<file path="src/hw/rtl/hsvl_pkg.sv">
// Shared types, command codes and arithmetic helpers of the HSV light controller.
// Used by the front, the queue, the back end and the top level.
package hsvl_pkg;

  localparam int unsigned QUEUE_DEPTH = 2;

  localparam logic [2:0] CMD_ON_OFF     = 3'd0;
  localparam logic [2:0] CMD_LEVEL      = 3'd1;
  localparam logic [2:0] CMD_HUE        = 3'd2;
  localparam logic [2:0] CMD_SATURATION = 3'd3;

  localparam logic [8:0] DEG_FULL   = 9'd360;
  localparam int unsigned HUE_SPAN   = 254;
  localparam int unsigned DEG_REGION = 60;
  localparam logic [7:0] COMP_MAX   = 8'd255;
  localparam logic [7:0] LEVEL_RESET = 8'd254;

  // One snapshot of the light state, handed from the front to the back end.
  // The hue is already split into its region and scaled remainder.
  typedef struct packed {
    logic       on;
    logic [7:0] level;
    logic [7:0] sat;
    logic [2:0] region;
    logic [7:0] rem;
  } hsvl_item_t;

  typedef logic [10:0] hue_tab_t [256];

  // Built at elaboration: {region, remainder scaled to 0..250} for each hue code.
  function automatic hue_tab_t build_hue_tab();
    hue_tab_t    tab;
    int unsigned h;
    for (int unsigned i = 0; i < 256; i++) begin
      h = (i * DEG_FULL) / HUE_SPAN;
      if (h >= DEG_FULL) begin
        h = h - DEG_FULL;
      end
      tab[i] = {3'(h / DEG_REGION), 8'(((h % DEG_REGION) * COMP_MAX) / DEG_REGION)};
    end
    return tab;
  endfunction

  localparam hue_tab_t HUE_TAB = build_hue_tab();

  // Exact x / 255 for any product of two 8-bit values.
  function automatic logic [7:0] div255(input logic [15:0] x);
    logic [16:0] s;
    s = {1'b0, x} + {9'd0, x[15:8]} + 17'd1;
    return s[15:8];
  endfunction

endpackage

</file>
<file path="src/hw/rtl/hsv_light_attribute_controller_core.sv">
// HSV light attribute controller, top level.
//
// Input channel (in_valid/in_ready): one attribute-write transaction carrying
// in_command, in_value and in_status_ok. On/off, level, hue and saturation
// writes update the stored attributes; any other command only refreshes.
// A transaction with in_status_ok low is taken and dropped without effect.
// Output channel (out_valid/out_ready): one color transaction per successful
// write, with out_red, out_green, out_blue and out_lit, in arrival order.
//
// The front updates the attributes in the accept cycle and queues a snapshot
// (QueueDepth entries). The back end works one snapshot at a time: a lit,
// saturated color passes from queue to output register through a pop step,
// six steps of the shared 8x8 multiplier and a select step; an off or gray
// color goes from the pop straight to the select. The back end takes no new
// snapshot until the current color is in the output register. With the back
// end idle, out_valid rises after these steps; queued snapshots add their wait.
// When the receiver stalls, the result waits in the output register, the back
// end finishes the next color and then holds, and the front keeps accepting
// until the queue is full. Reset (rst_n low, synchronous) empties the queue
// and output and restores off, level 254, hue 0, saturation 0.
module hsv_light_attribute_controller_core #(
  parameter int unsigned QueueDepth = hsvl_pkg::QUEUE_DEPTH
) (
  input  logic       clk,
  input  logic       rst_n,
  input  logic       in_valid,
  output logic       in_ready,
  input  logic [2:0] in_command,
  input  logic [7:0] in_value,
  input  logic       in_status_ok,
  output logic       out_valid,
  input  logic       out_ready,
  output logic [7:0] out_red,
  output logic [7:0] out_green,
  output logic [7:0] out_blue,
  output logic       out_lit
);
  import hsvl_pkg::*;

  logic       push_valid, push_ready;
  hsvl_item_t push_item;
  logic       pop_valid, pop_ready;
  hsvl_item_t pop_item;

  hsvl_front u_front (
    .clk          (clk),
    .rst_n        (rst_n),
    .in_valid     (in_valid),
    .in_ready     (in_ready),
    .in_command   (in_command),
    .in_value     (in_value),
    .in_status_ok (in_status_ok),
    .push_valid   (push_valid),
    .push_ready   (push_ready),
    .push_item    (push_item)
  );

  hsvl_queue #(
    .Depth (QueueDepth)
  ) u_queue (
    .clk        (clk),
    .rst_n      (rst_n),
    .push_valid (push_valid),
    .push_ready (push_ready),
    .push_item  (push_item),
    .pop_valid  (pop_valid),
    .pop_ready  (pop_ready),
    .pop_item   (pop_item)
  );

  hsvl_back u_back (
    .clk       (clk),
    .rst_n     (rst_n),
    .pop_valid (pop_valid),
    .pop_ready (pop_ready),
    .pop_item  (pop_item),
    .out_valid (out_valid),
    .out_ready (out_ready),
    .out_red   (out_red),
    .out_green (out_green),
    .out_blue  (out_blue),
    .out_lit   (out_lit)
  );

endmodule

</file>
<file path="src/hw/rtl/hsvl_front.sv">
// Front end: accepts attribute-write transactions, keeps the light attributes
// and pushes one state snapshot per successful write. Depends on hsvl_pkg.
module hsvl_front (
  input  logic                clk,
  input  logic                rst_n,
  input  logic                in_valid,
  output logic                in_ready,
  input  logic [2:0]          in_command,
  input  logic [7:0]          in_value,
  input  logic                in_status_ok,
  output logic                push_valid,
  input  logic                push_ready,
  output hsvl_pkg::hsvl_item_t push_item
);
  import hsvl_pkg::*;

  logic       on_r, on_nxt;
  logic [7:0] level_r, level_nxt;
  logic [7:0] hue_r, hue_nxt;
  logic [7:0] sat_r, sat_nxt;
  logic       take;
  logic [10:0] hue_entry;

  // A failed write is still taken off the channel, it just leaves no trace.
  assign in_ready = push_ready;
  assign take     = in_valid && push_ready && in_status_ok;

  always_comb begin
    on_nxt    = on_r;
    level_nxt = level_r;
    hue_nxt   = hue_r;
    sat_nxt   = sat_r;
    if (take) begin
      case (in_command)
        CMD_ON_OFF:     on_nxt    = (in_value != 8'd0);
        CMD_LEVEL:      level_nxt = in_value;
        CMD_HUE:        hue_nxt   = in_value;
        CMD_SATURATION: sat_nxt   = in_value;
        default:        ;
      endcase
    end
  end

  assign hue_entry = HUE_TAB[hue_nxt];

  always_comb begin
    push_valid       = take;
    push_item.on     = on_nxt;
    push_item.level  = level_nxt;
    push_item.sat    = sat_nxt;
    push_item.region = hue_entry[10:8];
    push_item.rem    = hue_entry[7:0];
  end

  always_ff @(posedge clk) begin
    if (!rst_n) begin
      on_r    <= 1'b0;
      level_r <= LEVEL_RESET;
      hue_r   <= 8'd0;
      sat_r   <= 8'd0;
    end else begin
      on_r    <= on_nxt;
      level_r <= level_nxt;
      hue_r   <= hue_nxt;
      sat_r   <= sat_nxt;
    end
  end

endmodule

</file>
<file path="src/hw/rtl/hsvl_queue.sv">
// Short snapshot queue between the front and the back end of the light
// controller. Depends on hsvl_pkg for the snapshot type.
module hsvl_queue #(
  parameter int unsigned Depth = hsvl_pkg::QUEUE_DEPTH
) (
  input  logic                 clk,
  input  logic                 rst_n,
  input  logic                 push_valid,
  output logic                 push_ready,
  input  hsvl_pkg::hsvl_item_t push_item,
  output logic                 pop_valid,
  input  logic                 pop_ready,
  output hsvl_pkg::hsvl_item_t pop_item
);
  import hsvl_pkg::*;

  localparam int unsigned PtrW = (Depth > 1) ? $clog2(Depth) : 1;
  localparam int unsigned CntW = $clog2(Depth + 1);
  localparam logic [PtrW-1:0] PtrLast = PtrW'(Depth - 1);

  hsvl_item_t      slot_r [Depth];
  logic [PtrW-1:0] wr_ptr_r, wr_ptr_nxt;
  logic [PtrW-1:0] rd_ptr_r, rd_ptr_nxt;
  logic [CntW-1:0] count_r, count_nxt;
  logic            do_push, do_pop;

  assign push_ready = (count_r != CntW'(Depth));
  assign pop_valid  = (count_r != '0);
  assign pop_item   = slot_r[rd_ptr_r];
  assign do_push    = push_valid && push_ready;
  assign do_pop     = pop_valid && pop_ready;

  always_comb begin
    wr_ptr_nxt = wr_ptr_r;
    rd_ptr_nxt = rd_ptr_r;
    count_nxt  = count_r;
    if (do_push) begin
      wr_ptr_nxt = (wr_ptr_r == PtrLast) ? '0 : wr_ptr_r + 1'b1;
    end
    if (do_pop) begin
      rd_ptr_nxt = (rd_ptr_r == PtrLast) ? '0 : rd_ptr_r + 1'b1;
    end
    if (do_push && !do_pop) begin
      count_nxt = count_r + 1'b1;
    end else if (!do_push && do_pop) begin
      count_nxt = count_r - 1'b1;
    end
  end

  always_ff @(posedge clk) begin
    if (!rst_n) begin
      wr_ptr_r <= '0;
      rd_ptr_r <= '0;
      count_r  <= '0;
    end else begin
      wr_ptr_r <= wr_ptr_nxt;
      rd_ptr_r <= rd_ptr_nxt;
      count_r  <= count_nxt;
    end
  end

  always_ff @(posedge clk) begin
    if (do_push) begin
      slot_r[wr_ptr_r] <= push_item;
    end
  end

endmodule

</file>
<file path="src/hw/rtl/hsvl_back.sv">
// Back end: turns one snapshot into an RGB color with a shared 8x8 multiplier
// sequenced over six steps, and holds it in the output register. Uses hsvl_pkg.
module hsvl_back (
  input  logic                 clk,
  input  logic                 rst_n,
  input  logic                 pop_valid,
  output logic                 pop_ready,
  input  hsvl_pkg::hsvl_item_t pop_item,
  output logic                 out_valid,
  input  logic                 out_ready,
  output logic [7:0]           out_red,
  output logic [7:0]           out_green,
  output logic [7:0]           out_blue,
  output logic                 out_lit
);
  import hsvl_pkg::*;

  localparam logic [1:0] ST_IDLE = 2'd0;
  localparam logic [1:0] ST_CALC = 2'd1;
  localparam logic [1:0] ST_DONE = 2'd2;

  localparam logic [2:0] STEP_LAST = 3'd5;

  logic [1:0]  state_r, state_nxt;
  logic [2:0]  step_r, step_nxt;
  hsvl_item_t  item_r;
  logic [7:0]  mul_a, mul_b;
  logic [15:0] prod_r;
  logic [7:0]  quot;
  logic [7:0]  sr_r, st_r, p_r, q_r, t_r;
  logic [7:0]  red, green, blue;
  logic        out_valid_r, out_valid_nxt;
  logic [7:0]  out_red_r, out_green_r, out_blue_r;
  logic        out_lit_r;
  logic        load_out;

  assign pop_ready = (state_r == ST_IDLE);
  assign load_out  = (state_r == ST_DONE) && (!out_valid_r || out_ready);

  // Multiplier operand schedule: s*rem, s*(255-rem), v*(255-s),
  // v*(255-s*rem/255), v*(255-s*(255-rem)/255). Each product is divided
  // by 255 in the cycle after it is registered.
  always_comb begin
    case (step_r)
      3'd0: begin
        mul_a = item_r.sat;
        mul_b = item_r.rem;
      end
      3'd1: begin
        mul_a = item_r.sat;
        mul_b = COMP_MAX - item_r.rem;
      end
      3'd2: begin
        mul_a = item_r.level;
        mul_b = COMP_MAX - item_r.sat;
      end
      3'd3: begin
        mul_a = item_r.level;
        mul_b = COMP_MAX - sr_r;
      end
      default: begin
        mul_a = item_r.level;
        mul_b = COMP_MAX - st_r;
      end
    endcase
  end

  assign quot = div255(prod_r);

  always_comb begin
    state_nxt = state_r;
    step_nxt  = step_r;
    case (state_r)
      ST_IDLE: begin
        if (pop_valid) begin
          step_nxt = 3'd0;
          // Off and gray colors need no arithmetic.
          if (!pop_item.on || pop_item.sat == 8'd0) begin
            state_nxt = ST_DONE;
          end else begin
            state_nxt = ST_CALC;
          end
        end
      end
      ST_CALC: begin
        if (step_r == STEP_LAST) begin
          state_nxt = ST_DONE;
        end else begin
          step_nxt = step_r + 3'd1;
        end
      end
      ST_DONE: begin
        if (load_out) begin
          state_nxt = ST_IDLE;
        end
      end
      default: state_nxt = ST_IDLE;
    endcase
  end

  always_comb begin
    if (!item_r.on) begin
      red   = 8'd0;
      green = 8'd0;
      blue  = 8'd0;
    end else if (item_r.sat == 8'd0) begin
      red   = item_r.level;
      green = item_r.level;
      blue  = item_r.level;
    end else begin
      case (item_r.region)
        3'd0: begin
          red = item_r.level; green = t_r;          blue = p_r;
        end
        3'd1: begin
          red = q_r;          green = item_r.level; blue = p_r;
        end
        3'd2: begin
          red = p_r;          green = item_r.level; blue = t_r;
        end
        3'd3: begin
          red = p_r;          green = q_r;          blue = item_r.level;
        end
        3'd4: begin
          red = t_r;          green = p_r;          blue = item_r.level;
        end
        default: begin
          red = item_r.level; green = p_r;          blue = q_r;
        end
      endcase
    end
  end

  always_comb begin
    out_valid_nxt = out_valid_r;
    if (load_out) begin
      out_valid_nxt = 1'b1;
    end else if (out_ready) begin
      out_valid_nxt = 1'b0;
    end
  end

  always_ff @(posedge clk) begin
    if (!rst_n) begin
      state_r     <= ST_IDLE;
      step_r      <= 3'd0;
      out_valid_r <= 1'b0;
    end else begin
      state_r     <= state_nxt;
      step_r      <= step_nxt;
      out_valid_r <= out_valid_nxt;
    end
  end

  always_ff @(posedge clk) begin
    if (state_r == ST_IDLE && pop_valid) begin
      item_r <= pop_item;
    end
    if (state_r == ST_CALC) begin
      prod_r <= mul_a * mul_b;
      case (step_r)
        3'd1:    sr_r <= quot;
        3'd2:    st_r <= quot;
        3'd3:    p_r  <= quot;
        3'd4:    q_r  <= quot;
        3'd5:    t_r  <= quot;
        default: ;
      endcase
    end
    if (load_out) begin
      out_red_r   <= red;
      out_green_r <= green;
      out_blue_r  <= blue;
      out_lit_r   <= item_r.on;
    end
  end

  assign out_valid = out_valid_r;
  assign out_red   = out_red_r;
  assign out_green = out_green_r;
  assign out_blue  = out_blue_r;
  assign out_lit   = out_lit_r;

endmodule

</file>
<file path="config.mk">
export PLATFORM = sky130hd
export DESIGN_NAME = hsv_light_attribute_controller_core
export DESIGN_NICKNAME = d
export VERILOG_FILES = /design/src/hw/rtl/hsvl_pkg.sv /design/src/hw/rtl/hsv_light_attribute_controller_core.sv /design/src/hw/rtl/hsvl_front.sv /design/src/hw/rtl/hsvl_queue.sv /design/src/hw/rtl/hsvl_back.sv
export SDC_FILE = /design/constraint.sdc
export NUM_CORES = 1
export LEC_CHECK = 0
export BUFFER_PORTS_ARGS = -buffer_cell sky130_fd_sc_hd__buf_2
export CAP_MARGIN = 20
export CORE_MARGIN = 4
export CORE_UTILIZATION = 30
export DETAILED_ROUTE_END_ITERATION = 8
export SYNTH_ARGS = -nofsm -noshare
export SYNTH_HDL_FRONTEND = slang
export SYNTH_SLANG_ARGS = --single-unit
</file>
<file path="constraint.sdc">
create_clock -name clk -period 7.61 [get_ports clk]
set_input_delay 0.3805 -clock clk [delete_from_list [all_inputs] [get_ports clk]]
set_output_delay 0.3805 -clock clk [all_outputs]
set_load 0.005 [all_outputs]
</file>
==> qor.yml <==
run_status: "completed"
routed_wirelength_um: 36690
reg2reg_from: "u_back.step_r[2]"
pin_count_of_the_biggest_net_entering_global_routing: 50
setup-tns-final_ns: 0
timing.hold.worst.class: "primary input to flop"
synth_largest_type_area_fraction_pct: 36.95
finalCritPeriodShare_pct: 79.03
final_nets: 1457
path_class: "flop to flop"
vias_cell: 5.469
chipWidth_um: 219.4
worstPathCellList: "nor2_1 > mux2i_1 > nor2_1 > fa_1 > inv_1 > fa_1 > inv_1 > fa_1 > inv_1 > fa_1 > inv_1 > ha_1 > inv_1 > o21bai_1 > a31o_2 > a41o_1 > o41ai_1 > xnor2_1"
yosys.cell_count.top_type: "edfxtp_1"
edff_count_synth: 165
core_mm2: 0.04422
worst_slack_ns: 1.596
cts-htree-levels: 1
antenna_found_initial: 0
first_global_vias: 10220
syn-mean-instance-area_um2: 10.01
timing.hold.worst.start: "rst_n"
first_pass_grt_wire_length_um: 58220
cts-hold-fix-buffers: 0
drv_slew: 0
grt_setup_unrepaired: "false"
area_growth_pct: 11.57
detail-route-antenna-nets: 0
ctsLongestPathBuffers: 3
dp_slack_ns: 1.649
postCtsResizedCells: 0
cts.reportedPaths.clkPinSlew_ns: 0.06
synth.top_cells.by_area: "edfxtp_1 (37%), ha_1 (5.8%), dfxtp_1 (5.4%)"
worst_path_max_delay_cell: "nor2_1"
finClkSkew_ns: 0.03089
seq_area_frac_synth_pct: 42.33
antenna_cells_inserted: 0
hpwl_um: 25930
yosys-top-cells-count: "edfxtp_1 (165), nor2_1 (139), nand2_1 (105), inv_1 (83), o21ai_0 (67)"
synth_warnings: 0
post-cts-setup-buffer-count: 0
whs_path_depth: 3
floorplan.die_area_mm2: 0.04814
required_ns: 7.90
critical_path.n_buffers_inverters: 5
setup_viol: 0
timing.critical_path.depth: 18
drt_iter0_drc: 1072
crit_path_frequent_cell: "inv_1"
insertion_delay_ns: 0.55
initial_core_util_pct: 30.32
path_delay_family: "adder cells"
setup.worst_path.start: "u_back.step_r[2]"
detailroute.via_count: 10680
critical_path_arrival_ns: 6.30
slowest_delay_ns: 0.76
ctsRootBufferMaster: "clkbuf_16"
cts_tree: "built"
max_cap_violations: 0
dominantRegCellSynth: "edfxtp_1"
dpl.cell_count: 1908
syn_area_mm2: 0.01341
clock.fmax_mhz: 166.3
number_of_i_o_pins: 43
r2r_cells: 18
gp_congestion: 0.9811
drc_violations_left: 0
timing.critical_path.fanout_max: 21
worst-slew-pin-transition_ns: 1.104
synth.lib_cells_used.distinct: 77
fill_cells: 4493
crit_path_start_kind: "flop"
row_count: 77
synth_area_leader_cell: "edfxtp_1"
post_layout_nonfiller_instances: 1953
timing.reg2reg.setup_slack_ns: 1.60
grt.total_usage_pct: 15.02
port_buffers: 42
worstSetupEndpointType: "flop"
die_height_um: 219.4
cts_buffers: 24
min_period_ns: 6.014
asyncSetResetFlopFracSynth_pct: 0
cts_num_sinks: 201
worst_slew_margin_rel_pct: 25.84
wire_per_inst_um: 18.79
final_layout_size_suffix_gt1_share_pct: 14.25
synthesized_net_count: 1454
final_hold_viol_count: 0
synth-seq-cells: 201
fin_util_pct: 33.83
drt-pass1-iter-count: 5
globalRoute.totalOverflow: 0
synthesis.instances: 1340
sequential cells by signal, indices dropped and copies added, names as in the netlist, 8 cells and up, named ones only:
name	flops
u_back.out_blue	8
u_front.level_r	8
u_back.t_r	8
u_front.sat_r	8
u_back.sr_r	8
u_back.q_r	8
u_queue.slot_r	56
u_front.hue_r	8
u_back.out_green	8
u_back.prod_r	16
u_back.out_red	8
u_back.item_r	28
u_back.st_r	8
u_back.p_r	8
area by class of cell:
cell class / count / area [µm²] / share of cell area, %
Inverter: 87 / 326.6 / 2.183
Clock buffer: 30 / 633.1 / 4.232
Tap cell: 592 / 740.7 / 4.952
Multi-Input combinational cell: 970 / 7098 / 47.45
Clock inverter: 14 / 127.6 / 0.8531
Timing Repair Buffer: 59 / 357.8 / 2.392
Sequential cell: 201 / 5675 / 37.94
tightest hold or removal path, cell delays in order:
cell,delay (ns)
buf_2,0.19
nand2_1,0.09
nor2_1,0.04
kinds of logic (layout without fill, tap and decap cells):
group | Yosys count | in the layout | synth area share, %
xor+xnor | 29 | 29 | 1.894
compound gates | 363 | 363 | 18.69
flops | 201 | 201 | 42.33
buf+inv | 169 | 190 | 5.067
simple gates | 391 | 391 | 13.70
fa+ha+maj | 98 | 98 | 11.16
mux | 89 | 89 | 7.158
layout by cell type (no fill, tap or decap), drive strengths merged, types with 7 or more instances in the layout:
master / count
a2111oi: 7
a211oi: 12
a21oi: 62
a221oi: 7
a22oi: 12
a31oi: 16
and2: 12
buf: 59
clkbuf: 30
clkinv: 11
dfxtp: 36
edfxtp: 165
fa: 36
ha: 62
inv: 87
mux2: 55
mux2i: 34
nand2: 106
nand2b: 15
nand3: 24
nor2: 139
nor2b: 15
nor3: 17
nor4: 8
o211a: 19
o211ai: 23
o21a: 12
o21ai: 78
o221ai: 25
o22ai: 30
o311ai: 14
or2: 29
xnor2: 21
xor2: 8
layer usage:
metal / wire length [µm] / GRT usage [%] / up-vias
li1: - / - / 4963
met1: 16160 / 21.01 / 5131
met2: 16740 / 23.93 / 504
met3: 2711 / 2.368 / 83
met4: 1083 / 4.635 / 0
met5: 0 / 0 / -
worst paths after layout:
check	to
min reg2reg	u_queue.rd_ptr_r
max reg2reg	u_back.prod_r[15]
min	u_back.state_r[1]
max	u_back.prod_r[15]
through the flow:
step / cell area [µm²] / hold slack [ns]
2_1_floorplan: 13410 / 0.4725
3_3_place_gp: 14170 / 0.4850
3_5_place_dp: 14170 / 0.4934
4_1_cts: 14930 / 0.2109
5_1_grt: 14960 / 0.2358
6_report: 14960 / 0.2216
Power is not shown: default switching activity piles up to over one toggle a cycle in this logic, so the estimate is an artifact.
